$ cat src/rtl/bmw_pkg.sv
package bmw_pkg;

    // Widest table index: up to 16 direct slots plus three indirect roots.
    localparam int SLOT_W = 5;

    localparam logic [3:0] PLOG2_MIN = 4'd8;
    localparam logic [3:0] PLOG2_MAX = 4'd14;

    typedef enum logic [1:0] {
        ACT_LOAD   = 2'd0,
        ACT_LOOKUP = 2'd1,
        ACT_WORD   = 2'd2,
        ACT_NONE   = 2'd3
    } action_t;

    typedef enum logic [1:0] {
        KIND_REQUEST   = 2'd0,
        KIND_ANSWER    = 2'd1,
        KIND_TOO_LARGE = 2'd2
    } kind_t;

    // Work for the back end, already classified by the front end.
    typedef enum logic [2:0] {
        OP_LOAD      = 3'd0,
        OP_DIRECT    = 3'd1,
        OP_TOO_LARGE = 3'd2,
        OP_WALK      = 3'd3,
        OP_WORD      = 3'd4
    } op_t;

    typedef struct packed {
        op_t               op;
        logic [SLOT_W-1:0] slot;   // table slot to read or write
        logic [1:0]        level;  // indirection depth of a new walk
        logic [31:0]       data;   // load value, returned word, or walk offset
    } entry_t;

    function automatic logic [3:0] eff_log2(input logic [3:0] raw);
        logic [3:0] p;
        p = raw;
        if (raw < PLOG2_MIN)
        begin
            p = PLOG2_MIN;
        end
        else if (raw > PLOG2_MAX)
        begin
            p = PLOG2_MAX;
        end
        return p;
    endfunction

    // Pointer index within a block, with 'remaining' levels still to go.
    function automatic logic [13:0] level_index(input logic [31:0] off,
                                                input logic [3:0]  p,
                                                input logic [1:0]  remaining);
        logic [4:0]  sh;
        logic [31:0] shifted;
        logic [14:0] mask;
        unique case (remaining)
            2'd2:    sh = 5'(p);
            2'd3:    sh = {p, 1'b0};
            default: sh = 5'd0;
        endcase
        shifted = off >> sh;
        mask    = (15'd1 << p) - 15'd1;
        return shifted[13:0] & mask[13:0];
    endfunction

endpackage

$ cat src/rtl/bmw_front.sv
module bmw_front #(
    parameter int DIRECT_COUNT = 12
) (
    input  logic                 in_valid,
    output logic                 in_ready,
    input  logic [1:0]           action,
    input  logic [3:0]           slot,
    input  logic [31:0]          value,
    input  logic [31:0]          file_block,
    input  logic [3:0]           plog2,
    input  logic                 q_full,
    output logic                 push,
    output bmw_pkg::entry_t      push_entry
);

    localparam int SLOT_COUNT = DIRECT_COUNT + 3;

    logic [31:0] off;
    logic [5:0]  sh2;
    logic [5:0]  sh3;
    logic [43:0] span1;
    logic [43:0] span2;
    logic [43:0] span3;
    logic [43:0] off_w;
    logic [43:0] rem2;
    logic [43:0] rem3;
    logic        keep;

    // Region split: single, double, triple indirect, else past the end.
    assign off   = file_block - 32'(DIRECT_COUNT);
    assign sh2   = {1'b0, plog2, 1'b0};
    assign sh3   = {1'b0, plog2, 1'b0} + {2'b00, plog2};
    assign span1 = 44'd1 << plog2;
    assign span2 = 44'd1 << sh2;
    assign span3 = 44'd1 << sh3;
    assign off_w = {12'd0, off};
    assign rem2  = off_w - span1;
    assign rem3  = rem2 - span2;

    always_comb
    begin
        keep             = 1'b1;
        push_entry.op    = bmw_pkg::OP_LOAD;
        push_entry.slot  = {1'b0, slot};
        push_entry.level = 2'd0;
        push_entry.data  = value;
        unique case (bmw_pkg::action_t'(action))
            bmw_pkg::ACT_LOAD:
            begin
                keep = ({1'b0, slot} < bmw_pkg::SLOT_W'(SLOT_COUNT));
            end
            bmw_pkg::ACT_LOOKUP:
            begin
                if (file_block < 32'(DIRECT_COUNT))
                begin
                    push_entry.op   = bmw_pkg::OP_DIRECT;
                    push_entry.slot = file_block[bmw_pkg::SLOT_W-1:0];
                end
                else if (off_w < span1)
                begin
                    push_entry.op    = bmw_pkg::OP_WALK;
                    push_entry.slot  = bmw_pkg::SLOT_W'(DIRECT_COUNT);
                    push_entry.level = 2'd1;
                    push_entry.data  = off;
                end
                else if (rem2 < span2)
                begin
                    push_entry.op    = bmw_pkg::OP_WALK;
                    push_entry.slot  = bmw_pkg::SLOT_W'(DIRECT_COUNT + 1);
                    push_entry.level = 2'd2;
                    push_entry.data  = rem2[31:0];
                end
                else if (rem3 < span3)
                begin
                    push_entry.op    = bmw_pkg::OP_WALK;
                    push_entry.slot  = bmw_pkg::SLOT_W'(DIRECT_COUNT + 2);
                    push_entry.level = 2'd3;
                    push_entry.data  = rem3[31:0];
                end
                else
                begin
                    push_entry.op = bmw_pkg::OP_TOO_LARGE;
                end
            end
            bmw_pkg::ACT_WORD:
            begin
                push_entry.op = bmw_pkg::OP_WORD;
            end
            default:
            begin
                keep = 1'b0;
            end
        endcase
    end

    assign in_ready = !q_full;
    assign push     = in_valid && !q_full && keep;

endmodule

$ cat src/rtl/bmw_queue.sv
module bmw_queue #(
    parameter int DEPTH = 2
) (
    input  logic             clk,
    input  logic             rst_n,
    input  logic             push,
    input  bmw_pkg::entry_t  push_entry,
    output logic             full,
    input  logic             pop,
    output logic             valid,
    output bmw_pkg::entry_t  pop_entry
);

    localparam int PTR_W = $clog2(DEPTH);
    localparam int CNT_W = $clog2(DEPTH + 1);

    bmw_pkg::entry_t  mem_reg [DEPTH];
    logic [PTR_W-1:0] wr_ptr_reg;
    logic [PTR_W-1:0] wr_ptr_next;
    logic [PTR_W-1:0] rd_ptr_reg;
    logic [PTR_W-1:0] rd_ptr_next;
    logic [CNT_W-1:0] count_reg;
    logic [CNT_W-1:0] count_next;

    assign full      = (count_reg == CNT_W'(DEPTH));
    assign valid     = (count_reg != '0);
    assign pop_entry = mem_reg[rd_ptr_reg];

    always_comb
    begin
        wr_ptr_next = wr_ptr_reg;
        rd_ptr_next = rd_ptr_reg;
        count_next  = count_reg;
        if (push)
        begin
            wr_ptr_next = (wr_ptr_reg == PTR_W'(DEPTH - 1)) ? '0 : wr_ptr_reg + 1'b1;
        end
        if (pop)
        begin
            rd_ptr_next = (rd_ptr_reg == PTR_W'(DEPTH - 1)) ? '0 : rd_ptr_reg + 1'b1;
        end
        if (push && !pop)
        begin
            count_next = count_reg + 1'b1;
        end
        else if (pop && !push)
        begin
            count_next = count_reg - 1'b1;
        end
    end

    always_ff @(posedge clk or negedge rst_n)
    begin
        if (!rst_n)
        begin
            wr_ptr_reg <= '0;
            rd_ptr_reg <= '0;
            count_reg  <= '0;
        end
        else
        begin
            wr_ptr_reg <= wr_ptr_next;
            rd_ptr_reg <= rd_ptr_next;
            count_reg  <= count_next;
        end
    end

    always_ff @(posedge clk)
    begin
        if (push)
        begin
            mem_reg[wr_ptr_reg] <= push_entry;
        end
    end

`ifndef NO_ASSERTIONS
    a_count_bound: assert property (@(posedge clk) disable iff (!rst_n)
        count_reg <= CNT_W'(DEPTH))
        else $error("queue count past depth");
    a_count_up: assert property (@(posedge clk) disable iff (!rst_n)
        push && !pop |=> count_reg == $past(count_reg) + 1'b1)
        else $error("queue push lost");
`endif

endmodule

$ cat src/rtl/bmw_back.sv
module bmw_back #(
    parameter int DIRECT_COUNT = 12
) (
    input  logic             clk,
    input  logic             rst_n,
    input  logic             q_valid,
    input  bmw_pkg::entry_t  q_entry,
    output logic             q_pop,
    input  logic [3:0]       plog2,
    output logic             out_valid,
    input  logic             out_ready,
    output logic [1:0]       kind,
    output logic [31:0]      block,
    output logic [13:0]      word_index
);

    localparam int SLOT_COUNT = DIRECT_COUNT + 3;
    localparam int IDX_W      = $clog2(SLOT_COUNT);

    logic [31:0]           table_reg [SLOT_COUNT];
    logic [31:0]           offset_reg;
    logic [31:0]           offset_next;
    logic [1:0]            level_reg;
    logic [1:0]            level_next;
    logic                  out_valid_reg;
    logic                  out_valid_next;
    bmw_pkg::kind_t        kind_reg;
    bmw_pkg::kind_t        kind_next;
    logic [31:0]           block_reg;
    logic [31:0]           block_next;
    logic [13:0]           word_index_reg;
    logic [13:0]           word_index_next;
    logic                  take;
    logic                  emit;
    logic                  table_we;
    logic [IDX_W-1:0]      idx;
    logic [31:0]           rd_data;

    assign take    = q_valid && (!out_valid_reg || out_ready);
    assign q_pop   = take;
    assign idx     = q_entry.slot[IDX_W-1:0];
    assign rd_data = table_reg[idx];

    always_comb
    begin
        offset_next     = offset_reg;
        level_next      = level_reg;
        emit            = 1'b0;
        table_we        = 1'b0;
        kind_next       = bmw_pkg::KIND_ANSWER;
        block_next      = 32'd0;
        word_index_next = 14'd0;
        if (take)
        begin
            unique case (q_entry.op)
                bmw_pkg::OP_LOAD:
                begin
                    table_we = 1'b1;
                end
                bmw_pkg::OP_DIRECT:
                begin
                    emit       = 1'b1;
                    block_next = rd_data;
                    level_next = 2'd0;
                end
                bmw_pkg::OP_TOO_LARGE:
                begin
                    emit       = 1'b1;
                    kind_next  = bmw_pkg::KIND_TOO_LARGE;
                    level_next = 2'd0;
                end
                bmw_pkg::OP_WALK:
                begin
                    emit       = 1'b1;
                    level_next = 2'd0;
                    // zero root pointer: hole, answer zero
                    if (rd_data != 32'd0)
                    begin
                        kind_next       = bmw_pkg::KIND_REQUEST;
                        block_next      = rd_data;
                        word_index_next = bmw_pkg::level_index(q_entry.data, plog2,
                                                               q_entry.level);
                        offset_next     = q_entry.data;
                        level_next      = q_entry.level;
                    end
                end
                bmw_pkg::OP_WORD:
                begin
                    // a word with no walk in progress is dropped
                    if (level_reg != 2'd0)
                    begin
                        emit = 1'b1;
                        if (level_reg == 2'd1 || q_entry.data == 32'd0)
                        begin
                            block_next = q_entry.data;
                            level_next = 2'd0;
                        end
                        else
                        begin
                            kind_next       = bmw_pkg::KIND_REQUEST;
                            block_next      = q_entry.data;
                            level_next      = level_reg - 2'd1;
                            word_index_next = bmw_pkg::level_index(offset_reg, plog2,
                                                                   level_reg - 2'd1);
                        end
                    end
                end
                default:
                begin
                    emit = 1'b0;
                end
            endcase
        end
        out_valid_next = take ? emit : (out_valid_reg && !out_ready);
    end

    always_ff @(posedge clk or negedge rst_n)
    begin
        if (!rst_n)
        begin
            for (int i = 0; i < SLOT_COUNT; i++)
            begin
                table_reg[i] <= 32'd0;
            end
            offset_reg    <= 32'd0;
            level_reg     <= 2'd0;
            out_valid_reg <= 1'b0;
        end
        else
        begin
            if (table_we)
            begin
                table_reg[idx] <= q_entry.data;
            end
            offset_reg    <= offset_next;
            level_reg     <= level_next;
            out_valid_reg <= out_valid_next;
        end
    end

    always_ff @(posedge clk)
    begin
        if (take && emit)
        begin
            kind_reg       <= kind_next;
            block_reg      <= block_next;
            word_index_reg <= word_index_next;
        end
    end

    assign out_valid  = out_valid_reg;
    assign kind       = kind_reg;
    assign block      = block_reg;
    assign word_index = word_index_reg;

`ifndef NO_ASSERTIONS
    a_request_has_walk: assert property (@(posedge clk) disable iff (!rst_n)
        out_valid_reg && kind_reg == bmw_pkg::KIND_REQUEST |-> level_reg != 2'd0)
        else $error("read request with no walk in progress");
    a_answer_ends_walk: assert property (@(posedge clk) disable iff (!rst_n)
        out_valid_reg && kind_reg != bmw_pkg::KIND_REQUEST |-> level_reg == 2'd0)
        else $error("walk still open after final result");
    a_index_only_on_request: assert property (@(posedge clk) disable iff (!rst_n)
        out_valid_reg && kind_reg != bmw_pkg::KIND_REQUEST |-> word_index_reg == 14'd0)
        else $error("word index on non-request result");
`endif

endmodule

$ cat src/rtl/block_map_walker.sv
// Logical-to-physical block lookup for an inode-style map: direct pointers
// plus single, double and triple indirect roots, loaded one slot at a time.
// A lookup answers at once (direct slot, zero root, or too-large error) or
// issues one read request per indirection level; each returned pointer word
// (action 2) produces the next request or the final answer. Throughput is one
// transaction per cycle while out_ready is high, limited by the single output
// register of the walk engine; each input passes the classifier into a small
// queue, then the walk engine's table read into the output register. The
// input side keeps accepting while a result waits, until the queue fills.
// pointers_log2 is clamped to 8..14 and may be rewritten between walks.
module block_map_walker #(
    parameter int DIRECT_COUNT = 12,
    parameter int QUEUE_DEPTH  = 2
) (
    input  logic        clk,
    input  logic        rst_n,

    input  logic        psel,
    input  logic        penable,
    input  logic        pwrite,
    input  logic [2:0]  paddr,
    input  logic [31:0] pwdata,
    output logic [31:0] prdata,
    output logic        pready,

    input  logic        in_valid,
    output logic        in_ready,
    input  logic [1:0]  action,
    input  logic [3:0]  slot,
    input  logic [31:0] value,
    input  logic [31:0] file_block,

    output logic        out_valid,
    input  logic        out_ready,
    output logic [1:0]  kind,
    output logic [31:0] block,
    output logic [13:0] word_index
);

    localparam logic REG_POINTERS_LOG2 = 1'b0;

    logic [3:0]       plog2_reg;
    logic [3:0]       plog2_next;
    logic [3:0]       plog2_eff;
    logic             cfg_write;
    logic             q_full;
    logic             q_push;
    logic             q_valid;
    logic             q_pop;
    bmw_pkg::entry_t  push_entry;
    bmw_pkg::entry_t  pop_entry;

    assign pready     = 1'b1;
    assign cfg_write  = psel && penable && pwrite;
    assign plog2_next = (cfg_write && paddr[2] == REG_POINTERS_LOG2) ? pwdata[3:0]
                                                                     : plog2_reg;
    assign prdata     = (paddr[2] == REG_POINTERS_LOG2) ? {28'd0, plog2_reg} : 32'd0;
    assign plog2_eff  = bmw_pkg::eff_log2(plog2_reg);

    always_ff @(posedge clk or negedge rst_n)
    begin
        if (!rst_n)
        begin
            plog2_reg <= bmw_pkg::PLOG2_MIN;
        end
        else
        begin
            plog2_reg <= plog2_next;
        end
    end

    bmw_front #(
        .DIRECT_COUNT (DIRECT_COUNT)
    ) u_front (
        .in_valid      (in_valid),
        .in_ready      (in_ready),
        .action        (action),
        .slot          (slot),
        .value         (value),
        .file_block    (file_block),
        .plog2         (plog2_eff),
        .q_full        (q_full),
        .push          (q_push),
        .push_entry    (push_entry)
    );

    bmw_queue #(
        .DEPTH (QUEUE_DEPTH)
    ) u_queue (
        .clk        (clk),
        .rst_n      (rst_n),
        .push       (q_push),
        .push_entry (push_entry),
        .full       (q_full),
        .pop        (q_pop),
        .valid      (q_valid),
        .pop_entry  (pop_entry)
    );

    bmw_back #(
        .DIRECT_COUNT (DIRECT_COUNT)
    ) u_back (
        .clk        (clk),
        .rst_n      (rst_n),
        .q_valid    (q_valid),
        .q_entry    (pop_entry),
        .q_pop      (q_pop),
        .plog2      (plog2_eff),
        .out_valid  (out_valid),
        .out_ready  (out_ready),
        .kind       (kind),
        .block      (block),
        .word_index (word_index)
    );

endmodule
$ cat config.mk
export PLATFORM = sky130hd
export DESIGN_NAME = block_map_walker
export DESIGN_NICKNAME = d
export VERILOG_FILES = /design/src/rtl/bmw_pkg.sv /design/src/rtl/bmw_front.sv /design/src/rtl/bmw_queue.sv /design/src/rtl/bmw_back.sv /design/src/rtl/block_map_walker.sv
export SDC_FILE = /design/constraint.sdc
export NUM_CORES = 1
export LEC_CHECK = 0
export ABC_AREA = 1
export BUFFER_PORTS_ARGS = -buffer_cell sky130_fd_sc_hd__clkbuf_2
export CORE_ASPECT_RATIO = 0.8
export CORE_UTILIZATION = 40
export DETAILED_ROUTE_END_ITERATION = 16
export GPL_TIMING_DRIVEN = 0
export HOLD_SLACK_MARGIN = 0.1
export PLACE_DENSITY_LB_ADDON = 0.3
export RECOVER_POWER = 25
export SYNTH_ARGS = -nofsm -noshare
export SYNTH_HDL_FRONTEND = slang
export SYNTH_HIERARCHICAL = 1
export SYNTH_SLANG_ARGS = --single-unit
$ cat constraint.sdc
create_clock -name clk -period 18.3 [get_ports clk]
set_input_delay 2.745 -clock clk [delete_from_list [all_inputs] [get_ports clk]]
set_output_delay 2.745 -clock clk [all_outputs]
set_load 0.05 [all_outputs]
==> flow_metrics.env <==
export IMPL_max_freq_mhz=105.1
export IMPL_wire_per_inst_um=21.27
export IMPL_worstSetupEndpointType="flop"
export IMPL_utilization_pct=45.46
export IMPL_grt_setup_unrepaired="false"
export IMPL_top_layer="met4"
export IMPL_antenna_found_initial=0
export IMPL_met1_length_um=71960
export IMPL_drive_gt1_share_pct=8.039
export IMPL_path_class="primary input to flop"
export IMPL_status="finished with violations"
export IMPL_clock_latency_ns=0.65
export IMPL_fin_setup_tns_ns=0
export IMPL_cts_sinks=653
export IMPL_wl_met2_um=62560
export IMPL_hp_class="flop to flop"
export IMPL_largest_register_ffs=480
export IMPL_drtAntennaViolNets=0
export IMPL_synth_warning_count=6
export IMPL_maxSlewHeadroom_pct=-292.0
export IMPL_finalClockSkew_ns=0.03870
export IMPL_path_max_fanout=10
export IMPL_fin_crit_sh_pct=51.98
export IMPL_core_um2=100600
export IMPL_drtIter0Drc=5233
export IMPL_crit_path_start_kind="primary input"
export IMPL_critPathRequiredTime_ns=18.62
export IMPL_critPathLaunch="file_block[2]"
export IMPL_ir_worst_vdd_mv=0.07278
export IMPL_p_leak_uw=0.02276
export IMPL_hold_violations=0
export IMPL_grt_ovfl_total=0
export IMPL_vias=41012
export IMPL_cts_tree="yes"
export IMPL_ff2ff_path_depth=40
export IMPL_start_util_pct=40.41
export IMPL_r2r_end="u_queue/mem_reg[0][10]$_DFFE_PP_"
export IMPL_post_cts_buffers=0
export IMPL_cts_resized=0
export IMPL_totalWireLength_um=158200
export IMPL_violations="capacitance limit, slew limit"
export IMPL_fin_nets=6257
export IMPL_grt_pass1_vias=37025
export IMPL_route_detailed_drc=0
export IMPL_reg2reg_slack_ns=10.45
export IMPL_tightest_slew_ns=5.880
export IMPL_die_x_um=358.4
export IMPL_cellPowerDensity_nw_per_um2=146.7
export IMPL_crit_top_cell="nand2_1"
export IMPL_cts_hold_buf=0
export IMPL_setup_worst_path_end="u_queue/mem_reg[0][10]$_DFFE_PP_"
export IMPL_clk_path_buf_depth=3
export IMPL_design_die_area_um2=102900
export IMPL_dieHeight_um=287.1
export IMPL_finalSetupViolCount=0
export IMPL_netlist_instances=5802
export IMPL_crit_slowest_cell="xor2_1"
export IMPL_area_growth_pct=12.51
export IMPL_drt_vias_per_instance=5.517
export IMPL_met3WireLength_um=19810
export IMPL_grtUsageTotal_pct=30.36
export IMPL_syn_mean_instance_area_um2=7.006
export IMPL_regToRegStartpoint="plog2_reg[3]$_DFFE_PN1P_"
export IMPL_io_pin_count=195
export IMPL_dr_pass1_iters=8
export IMPL_max_cap_violations=1
export IMPL_syn_cell_area_um2=40650
export IMPL_dpl_hpwl_um=121900
export IMPL_place_gp_congestion=0.9843
export IMPL_crit_family="simple AND/OR/NAND/NOR gates"
export IMPL_worstPathArrival_ns=9.84
export IMPL_h_tree_depth=3
export IMPL_fin_total_pwr_uw=6710
export IMPL_cp_slowest_stage_delay_ns=0.50
export IMPL_worst_path_buf_inv=9
export IMPL_clkTransAtPathRegs_ns=0.06
export IMPL_cts_buffers=73
export IMPL_grt_pass1_wl_um=235200
export IMPL_io_buffer_count=135
export IMPL_clockRootBuffer="clkbuf_16"
export IMPL_num_rows=104
export IMPL_crit_cells=43
export IMPL_period_minus_slack_ns=9.513
export IMPL_slew_viol_final=104
export IMPL_grt_max_degree=112
area by class of cell:
type                    count  area, um^2
plain buffers             357        1695
clock buffers             105        2100
repair buffers            143       839.6
multi-input cells        4456       20700
well taps                1325        1658
clock inverters            27       364.1
fillers                 10431       54860
diodes                      1       2.502
inverters                 367        1380
flip-flops and latches    653       16990
worst min path at each step:
stage | slack (ns) | depth (start not counted) | start | end
2_1_floorplan | 0.44 | 2 | u_queue/count_reg[1]$_DFFE_PN0P_ | u_queue/count_reg[1]$_DFFE_PN0P_
6_report | 0.47 | 2 | u_queue/count_reg[1]$_DFFE_PN0P_ | u_queue/count_reg[1]$_DFFE_PN0P_
4_1_cts | 0.48 | 2 | u_back/offset_reg[7]$_DFFE_PN0P_ | u_back/offset_reg[7]$_DFFE_PN0P_
5_1_grt | 0.50 | 2 | u_back/table_reg[409]$_DFFE_PN0P_ | u_back/table_reg[409]$_DFFE_PN0P_
3_3_place_gp | 0.46 | 2 | u_back/offset_reg[31]$_DFFE_PN0P_ | u_back/offset_reg[31]$_DFFE_PN0P_
3_5_place_dp | 0.46 | 2 | u_back/offset_reg[7]$_DFFE_PN0P_ | u_back/offset_reg[7]$_DFFE_PN0P_
worst min-delay path: cells and delay by family (launching register included):
family | cells | cell delay, ns
flops | 1 | 0.35
simple gates | 2 | 0.09
layout by cell type (no fill, tap or decap), drive strengths merged, types with 2 or more instances in the layout:
cell    instances
a21oi          98
a31oi           3
and2            2
buf           140
bufinv          5
clkbuf        465
clkinv         29
conb           33
dfrtp         522
edfxtp        130
fa              2
ha             92
inv           359
mux2           41
nand2        2489
nand3         528
nand3b          2
nand4          73
nor2          296
nor3           30
nor4            9
o211ai         27
o21a            2
o21ai         618
o21bai          7
o221ai          9
o22ai          27
or2             5
xnor2          14
xor2           41
metal layers:
metal  GRT usage (%)  up-vias
met2           41.54     2220
met1           46.26    19370
met5               0        -
li1                -    19205
met4           7.277        0
met3           8.711      217
through the flow:
| step | worst slack (ns) | cells | area, um^2 | hold slack (ns) |
|---|---|---|---|---|
| global placement | 1.977 | 7293 | 43100 | 0.4614 |
| global route | 8.287 | 7433 | 45730 | 0.4970 |
| floorplan | 10.27 | 5833 | 40760 | 0.4417 |
| CTS | 9.003 | 7433 | 45770 | 0.4755 |
| finish | 8.787 | 7434 | 45730 | 0.4737 |
| detailed placement | 8.356 | 7301 | 43310 | 0.4601 |
power breakdown:
group	switching (uW)	internal [uW]	total (uW)
sequential	232	1950	2190
combinational	2220	791	3010
clock	635	878	1510
total	3090	3620	6710
Power figures use the tool's default switching activity.
